==> src/hw/rtl/mbpe_pkg.sv <==
// mbpe_pkg: shared types and constants of the monochrome byte pixel expander
// used by the front, queue, back, top level and bench; no dependencies
`timescale 1ns / 1ps

package mbpe_pkg;

  // draw mode codes
  localparam logic [1:0] MODE_OPAQUE      = 2'd0;
  localparam logic [1:0] MODE_TRANSPARENT = 2'd1;
  localparam logic [1:0] MODE_INVERT      = 2'd2;

  // configuration register indexes
  localparam logic [1:0] CFG_DRAW_MODE  = 2'd0;
  localparam logic [1:0] CFG_FORE_COLOR = 2'd1;
  localparam logic [1:0] CFG_BACK_COLOR = 2'd2;

  // register reset values
  localparam logic [31:0] FORE_COLOR_RST = 32'hFFFF_FFFF;
  localparam logic [31:0] BACK_COLOR_RST = 32'hFF00_0000;

  // pixel operation codes
  localparam logic OP_WRITE  = 1'b0;
  localparam logic OP_INVERT = 1'b1;

  // pixels per pattern byte and queue depth
  localparam int unsigned PIX_PER_ITEM = 8;
  localparam int unsigned QUEUE_DEPTH  = 2;

  // one classified item waiting for the back end
  typedef struct packed {
    logic [7:0]  keep;      // pixel i survives the drawing rules
    logic [7:0]  bits;      // pattern bit of pixel i, already reordered
    logic        vertical;  // pixels step down a column
    logic        invert;    // emit invert operations
    logic [31:0] fore;
    logic [31:0] back;
    logic [16:0] base;      // frame index of pixel 0, modulo 2^17
  } job_t;

endpackage

==> src/hw/rtl/mbpe_in_if.sv <==
// mbpe_in_if: input channel, one pattern byte with start coordinate per item
// depends on nothing
`timescale 1ns / 1ps

interface mbpe_in_if;
  logic               valid;
  logic               ready;
  logic               func;
  logic [7:0]         pattern;
  logic signed [11:0] x_start;
  logic signed [11:0] y_start;

  modport source (output valid, func, pattern, x_start, y_start, input ready);
  modport sink   (input valid, func, pattern, x_start, y_start, output ready);
endinterface

==> src/hw/rtl/mbpe_out_if.sv <==
// mbpe_out_if: result channel, one frame-store operation per item
// depends on nothing
`timescale 1ns / 1ps

interface mbpe_out_if;
  logic        valid;
  logic        ready;
  logic [16:0] pixel_index;
  logic [31:0] pixel_color;
  logic        pixel_op;
  logic        last_pixel;

  modport source (output valid, pixel_index, pixel_color, pixel_op, last_pixel,
                  input ready);
  modport sink   (input valid, pixel_index, pixel_color, pixel_op, last_pixel,
                  output ready);
endinterface

==> src/hw/rtl/mbpe_front.sv <==
// mbpe_front: configuration registers, item accept and per-pixel classification
// depends on mbpe_pkg and mbpe_in_if
`timescale 1ns / 1ps

module mbpe_front
  import mbpe_pkg::*;
#(
  parameter int FB_WIDTH  = 240,
  parameter int FB_HEIGHT = 320
) (
  input  logic        clk,
  input  logic        rst_n,
  mbpe_in_if.sink     in_ch,
  input  logic        cfg_we,
  input  logic [1:0]  cfg_index,
  input  logic [31:0] cfg_wdata,
  output logic        push,
  output job_t        push_job,
  input  logic        q_ready
);

  localparam logic signed [12:0] W_S = 13'(FB_WIDTH);
  localparam logic signed [12:0] H_S = 13'(FB_HEIGHT);

  logic [1:0]  mode_r;
  logic [31:0] fore_r;
  logic [31:0] back_r;

  logic signed [12:0] x0;
  logic signed [12:0] y0;
  logic signed [12:0] px   [PIX_PER_ITEM];
  logic signed [12:0] py   [PIX_PER_ITEM];
  logic [7:0]         bits;
  logic [7:0]         keep;
  logic signed [24:0] base_full;

  // configuration registers
  always_ff @(posedge clk) begin
    if (!rst_n) begin
      mode_r <= MODE_OPAQUE;
      fore_r <= FORE_COLOR_RST;
      back_r <= BACK_COLOR_RST;
    end else if (cfg_we) begin
      case (cfg_index)
        CFG_DRAW_MODE:  mode_r <= cfg_wdata[1:0];
        CFG_FORE_COLOR: fore_r <= cfg_wdata;
        CFG_BACK_COLOR: back_r <= cfg_wdata;
        default: ;
      endcase
    end
  end

  // pixel coordinates and survival mask
  always_comb begin
    x0 = {in_ch.x_start[11], in_ch.x_start};
    y0 = {in_ch.y_start[11], in_ch.y_start};
    for (int i = 0; i < PIX_PER_ITEM; i++) begin
      px[i]   = in_ch.func ? x0 : x0 + 13'(i);
      py[i]   = in_ch.func ? y0 + 13'(i) : y0;
      bits[i] = in_ch.func ? in_ch.pattern[i] : in_ch.pattern[3'(7 - i)];
      case (mode_r)
        MODE_OPAQUE:      keep[i] = 1'b1;
        MODE_TRANSPARENT: keep[i] = bits[i];
        MODE_INVERT:      keep[i] = bits[i];
        default:          keep[i] = 1'b0;
      endcase
      if (px[i] < 0 || px[i] >= W_S || py[i] < 0 || py[i] >= H_S)
        keep[i] = 1'b0;
    end
  end

  // frame index of pixel 0, wraps modulo the index width
  assign base_full = 25'(y0) * 25'(W_S) + 25'(x0);

  // items with no surviving pixel are taken but not queued
  assign in_ch.ready = q_ready;
  assign push        = in_ch.valid && q_ready && (keep != 8'd0);

  always_comb begin
    push_job.keep     = keep;
    push_job.bits     = bits;
    push_job.vertical = in_ch.func;
    push_job.invert   = (mode_r == MODE_INVERT);
    push_job.fore     = fore_r;
    push_job.back     = back_r;
    push_job.base     = base_full[16:0];
  end

endmodule

==> src/hw/rtl/mbpe_queue.sv <==
// mbpe_queue: short queue of classified items between front and back
// depends on mbpe_pkg
`timescale 1ns / 1ps

module mbpe_queue
  import mbpe_pkg::*;
(
  input  logic clk,
  input  logic rst_n,
  input  logic push,
  input  job_t push_job,
  output logic q_ready,
  output logic q_valid,
  output job_t q_job,
  input  logic pop
);

  localparam int PTR_W = (QUEUE_DEPTH > 1) ? $clog2(QUEUE_DEPTH) : 1;
  localparam int CNT_W = $clog2(QUEUE_DEPTH + 1);

  job_t             slot_r [QUEUE_DEPTH];
  logic [PTR_W-1:0] wr_ptr_r, wr_ptr_nxt;
  logic [PTR_W-1:0] rd_ptr_r, rd_ptr_nxt;
  logic [CNT_W-1:0] count_r, count_nxt;

  assign q_ready = (count_r != CNT_W'(QUEUE_DEPTH));
  assign q_valid = (count_r != '0);
  assign q_job   = slot_r[rd_ptr_r];

  // pointer and fill count update
  always_comb begin
    wr_ptr_nxt = wr_ptr_r;
    rd_ptr_nxt = rd_ptr_r;
    count_nxt  = count_r;
    if (push) begin
      wr_ptr_nxt = (wr_ptr_r == PTR_W'(QUEUE_DEPTH - 1)) ? '0 : wr_ptr_r + 1'b1;
    end
    if (pop) begin
      rd_ptr_nxt = (rd_ptr_r == PTR_W'(QUEUE_DEPTH - 1)) ? '0 : rd_ptr_r + 1'b1;
    end
    if (push && !pop) count_nxt = count_r + 1'b1;
    else if (pop && !push) count_nxt = count_r - 1'b1;
  end

  always_ff @(posedge clk) begin
    if (!rst_n) begin
      wr_ptr_r <= '0;
      rd_ptr_r <= '0;
      count_r  <= '0;
    end else begin
      wr_ptr_r <= wr_ptr_nxt;
      rd_ptr_r <= rd_ptr_nxt;
      count_r  <= count_nxt;
    end
  end

  // item storage
  always_ff @(posedge clk) begin
    if (push) slot_r[wr_ptr_r] <= push_job;
  end

`ifndef SYNTHESIS
  a_no_overflow: assert property (@(posedge clk) disable iff (!rst_n)
    push |-> q_ready) else $error("queue written while full");
  a_no_underflow: assert property (@(posedge clk) disable iff (!rst_n)
    pop |-> q_valid) else $error("queue read while empty");
  a_count_range: assert property (@(posedge clk) disable iff (!rst_n)
    count_r <= CNT_W'(QUEUE_DEPTH)) else $error("queue count out of range");
`endif

endmodule

==> src/hw/rtl/mbpe_back.sv <==
// mbpe_back: walks the surviving pixels of one item, one operation per cycle
// while the receiver is ready; depends on mbpe_pkg and mbpe_out_if
`timescale 1ns / 1ps

module mbpe_back
  import mbpe_pkg::*;
#(
  parameter int FB_WIDTH = 240
) (
  input  logic     clk,
  input  logic     rst_n,
  input  logic     q_valid,
  input  job_t     q_job,
  output logic     pop,
  mbpe_out_if.source out_ch
);

  localparam logic [16:0] STRIDE_V = 17'(FB_WIDTH);

  job_t        cur_r, cur_nxt;
  logic        cur_valid_r, cur_valid_nxt;
  logic        out_valid_r;
  logic [16:0] index_r;
  logic [31:0] color_r;
  logic        op_r;
  logic        last_r;

  logic [2:0]  idx;
  logic [7:0]  rest;
  logic        last;
  logic        emit;
  logic [16:0] offset;

  // lowest surviving pixel of the current item
  always_comb begin
    idx = '0;
    for (int i = PIX_PER_ITEM - 1; i >= 0; i--) begin
      if (cur_r.keep[i]) idx = 3'(i);
    end
  end

  assign rest   = cur_r.keep & ~(8'd1 << idx);
  assign last   = (rest == 8'd0);
  assign emit   = cur_valid_r && (!out_valid_r || out_ch.ready);
  assign pop    = q_valid && (!cur_valid_r || (emit && last));
  assign offset = cur_r.vertical ? 17'(idx) * STRIDE_V : 17'(idx);

  // current item sequencing
  always_comb begin
    cur_nxt       = cur_r;
    cur_valid_nxt = cur_valid_r;
    if (pop) begin
      cur_nxt       = q_job;
      cur_valid_nxt = 1'b1;
    end else if (emit) begin
      cur_nxt.keep  = rest;
      cur_valid_nxt = !last;
    end
  end

  always_ff @(posedge clk) begin
    if (!rst_n) begin
      cur_valid_r <= 1'b0;
      out_valid_r <= 1'b0;
    end else begin
      cur_valid_r <= cur_valid_nxt;
      if (emit) out_valid_r <= 1'b1;
      else if (out_ch.ready) out_valid_r <= 1'b0;
    end
  end

  // payload registers
  always_ff @(posedge clk) begin
    cur_r <= cur_nxt;
    if (emit) begin
      index_r <= cur_r.base + offset;
      last_r  <= last;
      if (cur_r.invert) begin
        color_r <= 32'd0;
        op_r    <= OP_INVERT;
      end else begin
        color_r <= cur_r.bits[idx] ? cur_r.fore : cur_r.back;
        op_r    <= OP_WRITE;
      end
    end
  end

  assign out_ch.valid       = out_valid_r;
  assign out_ch.pixel_index = index_r;
  assign out_ch.pixel_color = color_r;
  assign out_ch.pixel_op    = op_r;
  assign out_ch.last_pixel  = last_r;

`ifndef SYNTHESIS
  a_cur_nonempty: assert property (@(posedge clk) disable iff (!rst_n)
    cur_valid_r |-> (cur_r.keep != 8'd0)) else $error("active item has no pixels");
  a_emit_shows: assert property (@(posedge clk) disable iff (!rst_n)
    emit |=> out_valid_r) else $error("emitted operation not presented");
  a_pop_slot: assert property (@(posedge clk) disable iff (!rst_n)
    (pop && cur_valid_r) |-> (emit && last)) else $error("item replaced early");
`endif

endmodule

==> src/hw/rtl/mono_byte_pixel_expander.sv <==
// mono_byte_pixel_expander: an item passes the queue slot, the current item and
// output registers before its first result. the back end issues one operation
// per surviving pixel, one per cycle while the receiver is ready; the front takes
// an item per cycle while the two-entry queue has room, not queuing empty items.
// reset (synchronous, rst_n low) empties queue and output and restores
// draw_mode opaque, fore_color 0xFFFFFFFF, back_color 0xFF000000
`timescale 1ns / 1ps

module mono_byte_pixel_expander
  import mbpe_pkg::*;
#(
  parameter int FB_WIDTH  = 240,
  parameter int FB_HEIGHT = 320
) (
  input  logic        clk,
  input  logic        rst_n,
  mbpe_in_if.sink     in_ch,
  mbpe_out_if.source  out_ch,
  input  logic        cfg_we,
  input  logic [1:0]  cfg_index,
  input  logic [31:0] cfg_wdata
);

  logic push;
  job_t push_job;
  logic q_ready;
  logic q_valid;
  job_t q_job;
  logic pop;

  // accept and classify
  mbpe_front #(
    .FB_WIDTH  (FB_WIDTH),
    .FB_HEIGHT (FB_HEIGHT)
  ) u_front (
    .clk       (clk),
    .rst_n     (rst_n),
    .in_ch     (in_ch),
    .cfg_we    (cfg_we),
    .cfg_index (cfg_index),
    .cfg_wdata (cfg_wdata),
    .push      (push),
    .push_job  (push_job),
    .q_ready   (q_ready)
  );

  // decoupling queue
  mbpe_queue u_queue (
    .clk      (clk),
    .rst_n    (rst_n),
    .push     (push),
    .push_job (push_job),
    .q_ready  (q_ready),
    .q_valid  (q_valid),
    .q_job    (q_job),
    .pop      (pop)
  );

  // pixel sequencer and output register
  mbpe_back #(
    .FB_WIDTH (FB_WIDTH)
  ) u_back (
    .clk     (clk),
    .rst_n   (rst_n),
    .q_valid (q_valid),
    .q_job   (q_job),
    .pop     (pop),
    .out_ch  (out_ch)
  );

endmodule

==> src/flat_wrapper.sv <==
// flat-port wrapper written by rule: the top's interface ports become plain ports
module mono_byte_pixel_expander_flat import mbpe_pkg::*;
#(
  parameter int FB_WIDTH  = 240,
  parameter int FB_HEIGHT = 320
)
  (clk, rst_n, cfg_we, cfg_index, cfg_wdata, in_ch_valid, in_ch_func, in_ch_pattern, in_ch_x_start, in_ch_y_start, in_ch_ready, out_ch_valid, out_ch_pixel_index, out_ch_pixel_color, out_ch_pixel_op, out_ch_last_pixel, out_ch_ready);
  mbpe_in_if in_ch_i ();
  mbpe_out_if out_ch_i ();
  input  logic clk;
  input  logic rst_n;
  input  logic cfg_we;
  input  logic [1:0] cfg_index;
  input  logic [31:0] cfg_wdata;
  input wire logic [$bits(in_ch_i.valid)-1:0] in_ch_valid;
  input wire logic [$bits(in_ch_i.func)-1:0] in_ch_func;
  input wire logic [$bits(in_ch_i.pattern)-1:0] in_ch_pattern;
  input wire logic [$bits(in_ch_i.x_start)-1:0] in_ch_x_start;
  input wire logic [$bits(in_ch_i.y_start)-1:0] in_ch_y_start;
  output wire logic [$bits(in_ch_i.ready)-1:0] in_ch_ready;
  output wire logic [$bits(out_ch_i.valid)-1:0] out_ch_valid;
  output wire logic [$bits(out_ch_i.pixel_index)-1:0] out_ch_pixel_index;
  output wire logic [$bits(out_ch_i.pixel_color)-1:0] out_ch_pixel_color;
  output wire logic [$bits(out_ch_i.pixel_op)-1:0] out_ch_pixel_op;
  output wire logic [$bits(out_ch_i.last_pixel)-1:0] out_ch_last_pixel;
  input wire logic [$bits(out_ch_i.ready)-1:0] out_ch_ready;
  assign in_ch_i.valid = in_ch_valid;
  assign in_ch_i.func = in_ch_func;
  assign in_ch_i.pattern = in_ch_pattern;
  assign in_ch_i.x_start = in_ch_x_start;
  assign in_ch_i.y_start = in_ch_y_start;
  assign in_ch_ready = in_ch_i.ready;
  assign out_ch_valid = out_ch_i.valid;
  assign out_ch_pixel_index = out_ch_i.pixel_index;
  assign out_ch_pixel_color = out_ch_i.pixel_color;
  assign out_ch_pixel_op = out_ch_i.pixel_op;
  assign out_ch_last_pixel = out_ch_i.last_pixel;
  assign out_ch_i.ready = out_ch_ready;
  mono_byte_pixel_expander #(.FB_WIDTH(FB_WIDTH), .FB_HEIGHT(FB_HEIGHT)) u_core (.clk(clk), .rst_n(rst_n), .in_ch(in_ch_i), .out_ch(out_ch_i), .cfg_we(cfg_we), .cfg_index(cfg_index), .cfg_wdata(cfg_wdata));
endmodule
==> config.mk <==
export PLATFORM = sky130hd
export DESIGN_NAME = mono_byte_pixel_expander_flat
export DESIGN_NICKNAME = d
export VERILOG_FILES = /design/src/hw/rtl/mbpe_pkg.sv /design/src/hw/rtl/mbpe_in_if.sv /design/src/hw/rtl/mbpe_out_if.sv /design/src/hw/rtl/mbpe_front.sv /design/src/hw/rtl/mbpe_queue.sv /design/src/hw/rtl/mbpe_back.sv /design/src/hw/rtl/mono_byte_pixel_expander.sv /design/src/flat_wrapper.sv
export SDC_FILE = /design/constraint.sdc
export NUM_CORES = 1
export LEC_CHECK = 0
export BUFFER_PORTS_ARGS = -buffer_cell sky130_fd_sc_hd__buf_4
export CELL_PAD_IN_SITES_DETAIL_PLACEMENT = 1
export CELL_PAD_IN_SITES_GLOBAL_PLACEMENT = 2
export CORE_MARGIN = 4
export CORE_UTILIZATION = 43
export CTS_CLUSTER_DIAMETER = 60
export DETAILED_ROUTE_END_ITERATION = 10
export PLACE_DENSITY_LB_ADDON = 0.1
export SYNTH_ARGS = -nofsm -noshare
export SYNTH_HDL_FRONTEND = slang
export SYNTH_SLANG_ARGS = --single-unit
==> constraint.sdc <==
create_clock -name clk -period 12.3 [get_ports clk]
set_input_delay 2.46 -clock clk [delete_from_list [all_inputs] [get_ports clk]]
set_output_delay 2.46 -clock clk [all_outputs]
set_load 0.02 [all_outputs]
==> impl_metrics.toml <==
[routing]
via_count = 12800
routed_wl_mm = 51.1
post-route-drc-count = 0
drtIter0Drc = 691
ant_nets = 0
first_pass_iters = 5
wl_per_cell_um = 21.5
via_per_inst = 5.39

[cts]
ctsResizeCount = 0
hold_buffers = 0
cts_tree = "yes"
htree_levels = 2
clock-sinks = 421
clockBufferDepth = 3
cts_setup_buffers = 0
clkTransAtPathRegs_ns = 0.06
root_buffer = "clkbuf_16"
clk_latency_ns = 0.58
numCtsBuffers = 44

[timing]
max_freq_mhz = 141
min_period_over_period = 0.575
period_minus_slack_ns = 7.07
relSlewSlack = 0.331
tns_ns = 0
setup_viol = 0
rsz0062_at_grt = "no"
maxSlewViolCount = 0
finalHoldViolations = 0
worst_pin_slew_ns = 1.00
clock_skew_ns = 0.0308

[yosys]
synth_area_um2 = 20400
ys_async_sr_fraction = 0
synth-seq-cells = 421
synth-compound-area-share = 0.0736
ys_types = 74
ys_warn_count = 0
yosys.area_share.adder = 0.0706
synth_seq_area_share = 0.585
synthMuxAreaShare = 0.0797
synth_area_per_cell_um2 = 12.5
synthXorXnorAreaFrac = 0.0288
netlist_instances = 1623
syn_nets = 1796
synth_edf_count = 348
synth_top_family_by_area = "simple AND/OR/NAND/NOR gates"
synth_ff_type = "edfxtp_1"
yosys.area_share.simple = 0.132

[place]
gp_congestion = 0.886
dp.cells = 2292
io_buffers = 124
dp_hpwl_mm = 34.8

[floorplan]
num_rows = 79
core_area_um2 = 46700
start_util = 0.436
die_area_um2 = 50900
die_w_um = 226
num_io_pins = 125
die_y_um = 226

[status]
status = "completed"

[power]
p_leak_nw = 8.63
p_per_area_nw_per_um2 = 216
ir_drop_v = 0.000140

[setup_path]
cpPeakStageDelay_ns = 0.89
cp_slowest_cell = "nor2b_4"
r2r_cells = 11
end_kind = "flip-flop"
cp_cell_sequence = "buf_4 > nand4_1 > or4_1 > a22oi_1 > nand3_1 > nand4bb_1 > o2bb2a_1 > a41oi_1 > nor2b_4 > buf_4"
worstPathArrival_ns = 7.24
crit_top_cell = "buf_4"
required_ns = 12.47
path_class = "input pin to flip-flop"
crit_fanout = 67
worstSetupStartpointType = "input pin"

[min_path]
hp-class = "flip-flop to flip-flop"
whs_path_depth = 0

[global_route]
grt_pass1_wl_mm = 80.4
grt_use_total = 0.203
grt_overflow = 0
grt_pass1_vias = 13600
grt_start_max_net_pins = 76
antenna_found_initial = 3

[cells_and_area]
area_growth_pct = 14.5
fin_util = 0.499
layout_commonest_cell = "edfxtp_1"
final_net_count = 1904
diodes = 0
drive_above_1_share = 0.185
final_cell_mix = "edfxtp_1, nand2_1, buf_4, mux2_2, ha_1"
finalNonFillerCells = 2374

[flow_run]
max_cap_viol_count = 0
[worst max-delay path: cells and delay by family]
kind                   cells  cell delay, ns
AND/OR/NAND/NOR            5            2.46
buffers and inverters      2            1.30
AO/OA/AOI/OAI              3            0.87
[sequential cells by signal, indices dropped and copies added, names as in the netlist, named ones only]
register	count
u_core.u_back.cur_r	99
u_core.u_queue.wr_ptr_r	1
u_core.u_back.out_ch.pixel_op	1
u_core.u_front.back_r	32
u_core.u_back.out_ch.pixel_index	17
u_core.u_back.cur_valid_r	1
u_core.u_queue.count_r	2
u_core.u_back.out_ch.last_pixel	1
u_core.u_queue.slot_r	198
u_core.u_back.out_ch.pixel_color	32
u_core.u_front.fore_r	32
u_core.u_back.out_ch.valid	1
u_core.u_queue.rd_ptr_r	1
u_core.u_front.mode_r	2
[synth_stat cells (6+ instances only)]
master	n	area (um^2)
ha_1	78	976
o21a_1	14	105
inv_1	76	285
nand4b_1	8	70.1
or3_1	8	50.1
nor2_1	58	218
and3_1	6	37.5
clkbuf_1	48	180
nand2b_1	77	482
buf_2	19	95.1
fa_1	23	460
nand4_1	20	125
a211oi_1	11	82.6
xnor2_1	52	455
nand3_1	63	315
nand3b_1	10	75.1
edfxtp_1	348	10500
nor3_1	17	85.1
nand2_1	169	634
a31oi_1	10	62.6
a21oi_1	50	250
mux2i_1	45	450
nor4_1	6	37.5
dfxtp_1	73	1460
o21ai_0	35	175
mux2_2	104	1170
and2_1	15	93.8
a21o_1	11	82.6
or4_1	6	45.0
xor2_1	15	131
a21boi_0	30	225
nor2b_1	16	100
o31ai_1	11	82.6
[area by class of cell]
class / count / area (um^2)
clock buffers: 67 / 1270
clock inverters: 15 / 175
fillers: 4767 / 23400
inverters: 76 / 285
multi-input cells: 1052 / 7870
flip-flops and latches: 421 / 11900
well taps: 607 / 759
repair buffers: 136 / 1020
[layer usage]
metal	vias up	share of wire	GRT usage
li1	6118	-	-
met1	6436	0.45	0.281
met2	185	0.50	0.345
met3	55	0.033	0.0285
met4	0	0.018	0.0439
met5	-	0	0
[metrics by stage]
step	setup WS [ns]	hold WS [ns]	cell area, um^2	power (mW)
after floorplan	2.92	0.424	20400	3.27
after global placement	4.63	0.430	21900	3.74
after detailed placement	4.56	0.439	21900	3.80
after CTS	5.15	0.451	23300	5.12
after global routing	4.83	0.465	23300	5.36
final	5.23	0.449	23300	5.04
[worst paths after layout]
check / start / endpoint / slack [ns]
worst max-delay path: in_ch_func / u_core.u_queue.slot_r[0][92] / 5.23
worst min-delay path: u_core.u_front.fore_r[2] / u_core.u_queue.slot_r[0][51] / 0.45
worst max register to register: u_core.u_front.mode_r[1] / u_core.u_queue.slot_r[0][92] / 7.21
worst min register to register: u_core.u_front.fore_r[2] / u_core.u_queue.slot_r[0][51] / 0.45
[where the power goes]
part           internal [mW]  switching, mW
Sequential              1.95          0.133
Combinational          0.698          0.958
Clock                  0.760          0.542
Total                   3.41           1.63
[cell families (layout without fill, tap and decap cells)]
logic type,after synthesis,after routing
xor gates and xnor gates,67,67
adders and majority gates,101,101
buffers and inverters,150,294
DFF,421,421
AOI/OAI and AO/OA,222,222
and+or+nand+nor,513,513
muxes,149,149
No activity file was read; power rests on OpenSTA's default activity.
